## config.mk

```make
export PLATFORM = sky130hd
export DESIGN_NAME = table_linear_interpolator_unit
export DESIGN_NICKNAME = d
export VERILOG_FILES = /design/src/hw/rtl/tli_pkg.sv /design/src/hw/rtl/table_linear_interpolator_unit.sv
export VERILOG_INCLUDE_DIRS = /design/src /design/src/hw/rtl
export SDC_FILE = /design/constraint.sdc
export NUM_CORES = 2
export LEC_CHECK = 0
export BUFFER_PORTS_ARGS = -buffer_cell sky130_fd_sc_hd__buf_2
export CAP_MARGIN = 40
export CELL_PAD_IN_SITES_DETAIL_PLACEMENT = 0
export CELL_PAD_IN_SITES_GLOBAL_PLACEMENT = 1
export CORE_ASPECT_RATIO = 0.6
export CORE_MARGIN = 2
export CORE_UTILIZATION = 51
export CTS_CLUSTER_DIAMETER = 40
export DETAILED_ROUTE_END_ITERATION = 8
export PLACE_DENSITY = 0.86
export SYNTH_ARGS = -nofsm -noshare
export SYNTH_HDL_FRONTEND = slang
export SYNTH_SLANG_ARGS = --single-unit
```

## constraint.sdc

```tcl
create_clock -name clk -period 7.2 [get_ports clk]
set_clock_uncertainty 0.05 [all_clocks]
set_input_delay 0.36 -clock clk [delete_from_list [all_inputs] [get_ports clk]]
set_output_delay 0.36 -clock clk [all_outputs]
set_load 0.01 [all_outputs]
```

## src/hw/rtl/table_linear_interpolator_unit_macros.svh

```systemverilog
// assertion helpers, sampled on clk and disabled during rst
`ifndef TABLE_LINEAR_INTERPOLATOR_UNIT_MACROS_SVH
`define TABLE_LINEAR_INTERPOLATOR_UNIT_MACROS_SVH

// same-cycle implication
`define TLI_ASSERT_NOW(label, ante, cons, msg) \
  label: assert property (@(posedge clk) disable iff (rst) (ante) |-> (cons)) \
    else $error(msg);

// next-cycle implication
`define TLI_ASSERT_NEXT(label, ante, cons, msg) \
  label: assert property (@(posedge clk) disable iff (rst) (ante) |=> (cons)) \
    else $error(msg);

`endif

```

## src/hw/rtl/tli_pkg.sv

```systemverilog
package tli_pkg;

  localparam int TABLE_DEPTH = 64;
  localparam int ADDR_W      = $clog2(TABLE_DEPTH);
  localparam int COUNT_W     = $clog2(TABLE_DEPTH + 1);

  // width of the unsigned product that the divider consumes
  localparam int DIV_W   = 32;
  localparam int DCNT_W  = $clog2(DIV_W);

  localparam logic [1:0] CMD_APPEND = 2'd0;
  localparam logic [1:0] CMD_QUERY  = 2'd1;
  localparam logic [1:0] CMD_CLEAR  = 2'd2;

  localparam logic [2:0] STAT_INTERP = 3'd0;
  localparam logic [2:0] STAT_OK     = 3'd1;
  localparam logic [2:0] STAT_RANGE  = 3'd2;
  localparam logic [2:0] STAT_FULL   = 3'd3;
  localparam logic [2:0] STAT_EMPTY  = 3'd4;

  localparam logic signed [15:0] LIFT_MAX = 16'sh7fff;
  localparam logic signed [15:0] LIFT_MIN = 16'sh8000;

  typedef struct packed {
    logic [1:0]         cmd;
    logic signed [15:0] angle_in;
    logic signed [15:0] lift_in;
  } tli_req_t;

  typedef struct packed {
    logic signed [15:0] lift_out;
    logic [2:0]         status;
  } tli_res_t;

endpackage

```

## src/hw/rtl/table_linear_interpolator_unit.sv

```systemverilog
// append, clear, unused commands: result on done in the cycle after the request, back to back.
// query: an empty table answers in the cycle after the request; else first and last entries
// are range-checked, then a scan of one entry per cycle finds an exact hit or the first entry
// above the query, interpolated via a 32-step restoring divide on one 18-bit adder;
// busy while a query runs, the next request is taken in the cycle its result is strobed.
// rst clears the entry count and control state; table contents stay undefined.
`include "table_linear_interpolator_unit_macros.svh"

module table_linear_interpolator_unit
  import tli_pkg::*;
(
  input  logic     clk,
  input  logic     rst,
  input  logic     start,
  input  tli_req_t request,
  output logic     busy,
  output logic     done,
  output tli_res_t result
);

  typedef enum logic [3:0] {
    ST_IDLE, ST_FIRST, ST_LAST, ST_SCAN, ST_DQ, ST_DEN, ST_DL, ST_ABS,
    ST_MUL, ST_DIV, ST_SUM
  } state_t;

  state_t state;

  logic signed [15:0] angle_table [TABLE_DEPTH];
  logic signed [15:0] lift_table  [TABLE_DEPTH];
  logic signed [15:0] angle_rd;
  logic signed [15:0] lift_rd;

  logic [COUNT_W-1:0] entry_count;
  logic [COUNT_W-1:0] cnt_m1;
  logic [ADDR_W-1:0]  last_addr;
  logic [ADDR_W-1:0]  idx;
  logic [ADDR_W-1:0]  rd_addr;
  logic               rd_en;
  logic               wr_en;
  logic               accept;
  logic               full;

  logic signed [15:0] q_angle;
  logic signed [15:0] prev_angle;
  logic signed [15:0] prev_lift;
  logic signed [15:0] hi_angle;
  logic signed [15:0] hi_lift;
  logic [15:0]        dq;
  logic [15:0]        den;
  logic signed [16:0] dl;
  logic               dl_neg;
  logic [15:0]        dl_mag;
  logic [DIV_W-1:0]   quot;
  logic [15:0]        rem;
  logic [DCNT_W-1:0]  div_cnt;

  // shared add/subtract unit
  logic signed [17:0] alu_a;
  logic signed [17:0] alu_b;
  logic               alu_sub;
  logic signed [17:0] alu_b_eff;
  logic signed [17:0] alu_res;
  logic               alu_neg;
  logic               alu_zero;

  function automatic logic signed [17:0] sx(input logic signed [15:0] v);
    return {{2{v[15]}}, v};
  endfunction

  assign busy      = (state != ST_IDLE);
  assign accept    = start && !busy;
  assign full      = (entry_count == COUNT_W'(TABLE_DEPTH));
  assign cnt_m1    = entry_count - 1'b1;
  assign last_addr = cnt_m1[ADDR_W-1:0];
  assign wr_en     = accept && (request.cmd == CMD_APPEND) && !full;

  assign alu_b_eff = alu_sub ? ~alu_b : alu_b;
  assign alu_res   = alu_a + alu_b_eff + {17'd0, alu_sub};
  assign alu_neg   = alu_res[17];
  assign alu_zero  = (alu_res == '0);

  always_comb begin
    alu_a   = '0;
    alu_b   = '0;
    alu_sub = 1'b1;
    unique case (state)
      ST_FIRST: begin
        alu_a = sx(q_angle);
        alu_b = sx(angle_rd);
      end
      ST_LAST: begin
        alu_a = sx(angle_rd);
        alu_b = sx(q_angle);
      end
      ST_SCAN: begin
        alu_a = sx(q_angle);
        alu_b = sx(angle_rd);
      end
      ST_DQ: begin
        alu_a = sx(q_angle);
        alu_b = sx(prev_angle);
      end
      ST_DEN: begin
        alu_a = sx(hi_angle);
        alu_b = sx(prev_angle);
      end
      ST_DL: begin
        alu_a = sx(hi_lift);
        alu_b = sx(prev_lift);
      end
      ST_ABS: begin
        alu_b   = {dl[16], dl};
        alu_sub = dl_neg;
      end
      ST_DIV: begin
        // trial subtract of the divisor from the shifted partial remainder
        alu_a = {1'b0, rem, quot[DIV_W-1]};
        alu_b = {2'b00, den};
      end
      ST_SUM: begin
        alu_a   = sx(prev_lift);
        alu_b   = {2'b00, quot[15:0]};
        alu_sub = dl_neg;
      end
      default: begin
        alu_sub = 1'b1;
      end
    endcase
  end

  always_comb begin
    rd_en   = 1'b0;
    rd_addr = '0;
    unique case (state)
      ST_IDLE: begin
        rd_en = accept && (request.cmd == CMD_QUERY);
      end
      ST_FIRST: begin
        rd_en   = 1'b1;
        rd_addr = last_addr;
      end
      ST_LAST: begin
        rd_en = 1'b1;
      end
      ST_SCAN: begin
        rd_en   = 1'b1;
        rd_addr = idx + 1'b1;
      end
      default: begin
        rd_en = 1'b0;
      end
    endcase
  end

  always_ff @(posedge clk) begin
    if (wr_en) begin
      angle_table[entry_count[ADDR_W-1:0]] <= request.angle_in;
      lift_table[entry_count[ADDR_W-1:0]]  <= request.lift_in;
    end
    if (rd_en) begin
      angle_rd <= angle_table[rd_addr];
      lift_rd  <= lift_table[rd_addr];
    end
  end

  always_ff @(posedge clk) begin
    if (rst) begin
      state       <= ST_IDLE;
      done        <= 1'b0;
      entry_count <= '0;
    end else begin
      done <= 1'b0;
      unique case (state)
        ST_IDLE: begin
          if (start) begin
            q_angle <= request.angle_in;
            unique case (request.cmd)
              CMD_APPEND: begin
                done <= 1'b1;
                if (full) begin
                  result <= '{lift_out: '0, status: STAT_FULL};
                end else begin
                  entry_count <= entry_count + 1'b1;
                  result      <= '{lift_out: '0, status: STAT_OK};
                end
              end
              CMD_CLEAR: begin
                done        <= 1'b1;
                entry_count <= '0;
                result      <= '{lift_out: '0, status: STAT_OK};
              end
              CMD_QUERY: begin
                if (entry_count == '0) begin
                  done   <= 1'b1;
                  result <= '{lift_out: '0, status: STAT_EMPTY};
                end else begin
                  state <= ST_FIRST;
                end
              end
              default: begin
                done   <= 1'b1;
                result <= '{lift_out: '0, status: STAT_RANGE};
              end
            endcase
          end
        end
        ST_FIRST: begin
          if (alu_neg) begin
            done   <= 1'b1;
            result <= '{lift_out: '0, status: STAT_RANGE};
            state  <= ST_IDLE;
          end else begin
            state <= ST_LAST;
          end
        end
        ST_LAST: begin
          idx <= '0;
          if (alu_neg) begin
            done   <= 1'b1;
            result <= '{lift_out: '0, status: STAT_RANGE};
            state  <= ST_IDLE;
          end else begin
            state <= ST_SCAN;
          end
        end
        ST_SCAN: begin
          if (alu_zero) begin
            done   <= 1'b1;
            result <= '{lift_out: lift_rd, status: STAT_OK};
            state  <= ST_IDLE;
          end else if (alu_neg) begin
            // first entry above the query; the previous one is below it
            hi_angle <= angle_rd;
            hi_lift  <= lift_rd;
            state    <= ST_DQ;
          end else if (idx == last_addr) begin
            done   <= 1'b1;
            result <= '{lift_out: '0, status: STAT_RANGE};
            state  <= ST_IDLE;
          end else begin
            prev_angle <= angle_rd;
            prev_lift  <= lift_rd;
            idx        <= idx + 1'b1;
          end
        end
        ST_DQ: begin
          dq    <= alu_res[15:0];
          state <= ST_DEN;
        end
        ST_DEN: begin
          den   <= alu_res[15:0];
          state <= ST_DL;
        end
        ST_DL: begin
          dl     <= alu_res[16:0];
          dl_neg <= alu_neg;
          state  <= ST_ABS;
        end
        ST_ABS: begin
          dl_mag <= alu_res[15:0];
          state  <= ST_MUL;
        end
        ST_MUL: begin
          quot    <= dq * dl_mag;
          rem     <= '0;
          div_cnt <= DCNT_W'(DIV_W - 1);
          state   <= ST_DIV;
        end
        ST_DIV: begin
          if (!alu_neg) begin
            rem  <= alu_res[15:0];
            quot <= {quot[DIV_W-2:0], 1'b1};
          end else begin
            rem  <= {rem[14:0], quot[DIV_W-1]};
            quot <= {quot[DIV_W-2:0], 1'b0};
          end
          if (div_cnt == '0) begin
            state <= ST_SUM;
          end else begin
            div_cnt <= div_cnt - 1'b1;
          end
        end
        ST_SUM: begin
          done  <= 1'b1;
          state <= ST_IDLE;
          if (alu_res[17:15] == 3'b000 || alu_res[17:15] == 3'b111) begin
            result <= '{lift_out: alu_res[15:0], status: STAT_INTERP};
          end else if (alu_neg) begin
            result <= '{lift_out: LIFT_MIN, status: STAT_INTERP};
          end else begin
            result <= '{lift_out: LIFT_MAX, status: STAT_INTERP};
          end
        end
        default: begin
          state <= ST_IDLE;
        end
      endcase
    end
  end

  `TLI_ASSERT_NEXT(a_short_cmd_done,
    accept && !(request.cmd == CMD_QUERY && entry_count != '0), done && !busy,
    "request without table walk did not finish in one cycle")
  `TLI_ASSERT_NEXT(a_query_busy,
    accept && request.cmd == CMD_QUERY && entry_count != '0, busy && !done,
    "query on a filled table did not start the walk")
  `TLI_ASSERT_NOW(a_zero_lift,
    done && result.status != STAT_INTERP && result.status != STAT_OK,
    result.lift_out == '0, "nonzero lift with an error status")
  `TLI_ASSERT_NOW(a_count_bound, 1'b1, entry_count <= COUNT_W'(TABLE_DEPTH),
    "entry count beyond table depth")
  `TLI_ASSERT_NOW(a_div_nonzero, state == ST_DIV, den != '0,
    "divide started with a zero angle span")

endmodule
```

==> metrics.csv <==
stage;metric;value;unit
route;routed length per instance;26.85;µm
placement;Setup WS pre-CTS;224.5;ps
critical_path;Most common cell on crit path;fa_1;
die;Core Footprint;0.1972;mm²
timing;Slew headroom;33.62;%
timing;Final Hold Viols;0;
die;die height;349.5;µm
critical_path;reg-to-reg startpoint;dl_mag[5];
cts;CTS Buf Count;215;
route;DRC violations left;0;
route;1st-pass router iterations;9;
timing;max-slew violation count;0;
synth;Post-Synth Adder-Cell Area;5.425;%
global_routing;maximum number of pins on one net before global-route repair;131;
die;Initial Utilization;51.46;%
synth;cell taking the most area after synthesis;edfxtp_1;
timing;setup TNS;0;ps
route;Total Routed Length;294.4;mm
critical_path;FF-to-FF setup slack;180;ps
die;die area;0.2027;mm²
placement;Post-DP HPWL;181.1;mm
timing;maximum clock rate;142.5;MHz
hold_path;hold-critical path endpoint;lift_table[41][9];
die;chip width;579.9;µm
route;Iteration-0 DRC Markers;11379;
critical_path;Crit Path Max Fanout;16;
synth;Synth Flop Type;edfxtp_1;
critical_path;RR Endpoint;quot[28];
critical_path;crit path from;dl_mag[5];
hold_path;Hold Path Stages;2;
route;antenna viol nets, final;0;
synth;synth unique cells;79;
synth;Synth Area in Compound Gates;7.491;%
placement;placed cell count;10553;
synth;area share of the largest cell type after synthesis;68.17;%
cts;Sink Count;2316;
timing;fin crit period;7019;ps
placement;Port Buffers;57;
cts;Resize count post-CTS;0;
cts;clock root buffer;clkbuf_16;
synth;Cells after Synth;8058;
power_and_ir_drop;leakage;40.04;nW
global_routing;number of global-route vias before repair;64557;
timing;Worst Tran Pin Value;995.7;ps
cts;H-tree levels;4;
critical_path;Worst Setup Path Type;reg -> reg;
synth;Post-Synth Simple-Gate Area;14.95;%
cts;Worst-path clk slew;70;ps
timing;slack of the critical path;181.4;ps
critical_path;CP Data Required Time;7740;ps
synth;Synthesized Nets;8418;
synth;YS warnings;0;
flow_run;max-cap check violation count;0;
synth;Post-synth top cells;2319 x nand2_1, 2304 x edfxtp_1, 557 x nand3_1;
global_routing;grt ovf;0;
global_routing;Total GRT Usage;28.66;%
layout;fraction of layout cells with a size suffix above 1;10.21;%
critical_path;worst reg2reg path depth;22;
layout;Layout Area Growth over Synthesis;12.75;%
synth;synthesis-stage register bit count;2316;
placement;GP Congestion;0.9264;
power_and_ir_drop;Pwr Total;27.52;mW
synth;Async S/R FF share, synth;0;%
timing;Setup Viol. Count Final;0;
synth;sequential element share of the synthesized area;68.41;%
hold_path;HP Start;request[9];
die;num ports;58;
layout;Final Cell Area;0.1144;mm²
cts;clk_lat worst skew;870;ps
layout;fin util;58.02;%
placement;Area after DPL;0.1075;mm²
synth;Post-synth EDFFs;2304;
synth;XOR/XNOR Fraction of Synth Area;0.6300;%
timing;Final period util;97.48;%
route;vias after detailed routing;68298;
outcome;status;complete, no violations;
global_routing;first-pass GRT wire length;432.6;mm
cts;clock buffer depth;4;
cts;CTS tree;done;
critical_path;data arrival time of the critical path;7560;ps
critical_path;CP cell instances;and2_1 -> fa_1 -> inv_1 -> fa_1 -> inv_1 -> fa_1 -> fa_1 -> fa_1 -> inv_1 -> fa_1 -> inv_1 -> ha_1 -> a21o_1 -> a21o_1 -> a21oi_1 -> o21a_1 -> nand3_1 -> a221o_1 -> a41oi_1 -> nor2b_1 -> xor2_1 -> o21ai_0;
critical_path;CP Launch Type;register;
power_and_ir_drop;Cell Pwr Density;240.5;mW/mm²
synth;main combinational cell family by area after synthesis;simple AND/OR/NAND/NOR gates;
synth;top cells by area, synth;edfxtp_1 68%, nand2_1 8.6%, fa_1 3.8%;
route;via/cell ratio;6.229;
timing;hold slack;123.4;ps
layout;Layout Cells excl Fill;10965;
timing;RSZ-0062 raised after global routing;false;
hold_path;HP Class;in -> reg;
synth;post-synthesis mux area share;0.1245;%
synth;Cell Area, Synth;0.1015;mm²
layout;number of nets in the layout;8530;
global_routing;initial antenna violation count;12;
critical_path;critical path endpoint category;register;
power_and_ir_drop;maximum vdd drop;0.2445;mV
die;floorplan row count;126;
synth;count leader, synth;nand2_1;
critical_path;Worst path max stage delay;700;ps
synth;syn_area_per_cell;12.59;µm²
critical_path;critical path's slowest cell;edfxtp_1;
==> flip-flops by register name, summed over array words and instances, names as in the netlist, 17 cells and up <==
signal	count
angle_table	1024
dl	17
lift_table	1024
quot	32
result	19
==> how the worst max path moves through the flow <==
| stage | end | slack [ps] |
|---|---|---|
| final | quot[28] | 180 |
| after global routing | quot[28] | 2 |
| after CTS | quot[28] | 250 |
| after detailed placement | quot[28] | 220 |
| after global placement | quot[28] | 240 |
| after floorplan | hi_angle[0] | 700 |
==> worst max-delay path: cells and delay by family, from the launching register on <==
kind	cells	cell delay, ps
compound gates	7	1510
simple gates	3	820
buf+inv	4	200
xor+xnor	1	150
flops	1	700
fa+ha+maj	7	3310
==> cells by family (layout without fill, tap and decap cells) <==
group | after synthesis | after routing
simple gates | 3507 | 3507
flops | 2316 | 2316
compound gates | 1038 | 1038
buf+inv | 789 | 1070
fa+ha+maj | 323 | 323
xor+xnor | 73 | 73
mux | 12 | 12
other cells | 0 | 2
==> report_power, final <==
group / leakage, nW / internal, mW / switching, mW
Sequential: 20.9 / 14.9 / 0.0316
Clock: 3.28 / 6.06 / 5.09
Combinational: 15.9 / 0.386 / 1.08
Total: 40.0 / 21.3 / 6.21
==> layout make-up <==
cell class / instances / area [µm²]
Antenna cell: 2 / 5.005
Clock buffer: 253 / 5608
Tap cell: 2624 / 3283
Sequential cell: 2316 / 69430
Clock inverter: 133 / 1111
Timing Repair Buffer: 435 / 4314
Fill cell: 15220 / 82790
Multi-Input combinational cell: 4953 / 29750
Inverter: 249 / 934.6
==> routing by layer <==
layer / track usage (%) / routed length [µm] / up-vias
met3: 7.991 / 43150 / 480
met5: 0.9500 / 302 / -
met2: 39.62 / 121100 / 4451
met1: 44.43 / 123000 / 33771
li1: - / - / 29590
met4: 7.013 / 6920 / 6
==> cell usage in the layout (no fill, tap or decap), types with 20 or more instances in the layout <==
cell type,synthesis,final
fa_1,195,195
buf_12,0,59
nor2_1,151,84
clkinv_2,0,39
xnor2_1,37,36
a31oi_1,135,135
xor2_1,36,36
o21ai_0,46,46
a21o_1,20,20
edfxtp_1,2304,2304
inv_1,248,248
ha_1,128,128
a21oi_1,214,213
nor2_4,0,64
a311oi_1,386,386
and2_1,121,120
buf_4,1,278
clkinv_1,1,50
buf_2,5,61
clkbuf_16,0,219
clkbuf_1,484,34
and3_1,262,262
nand2_1,2319,2318
a211oi_1,107,100
nand3_1,557,556
a22oi_1,28,28
a222oi_1,28,28
==> what timing repair did <==
action	4_1_cts	5_1_grt
setup buffers	0	14
endpoints found under the setup margin	0	3
hold endpoints to repair	67	0
hold buffers	5	0
Power figures use the tool's default switching activity.
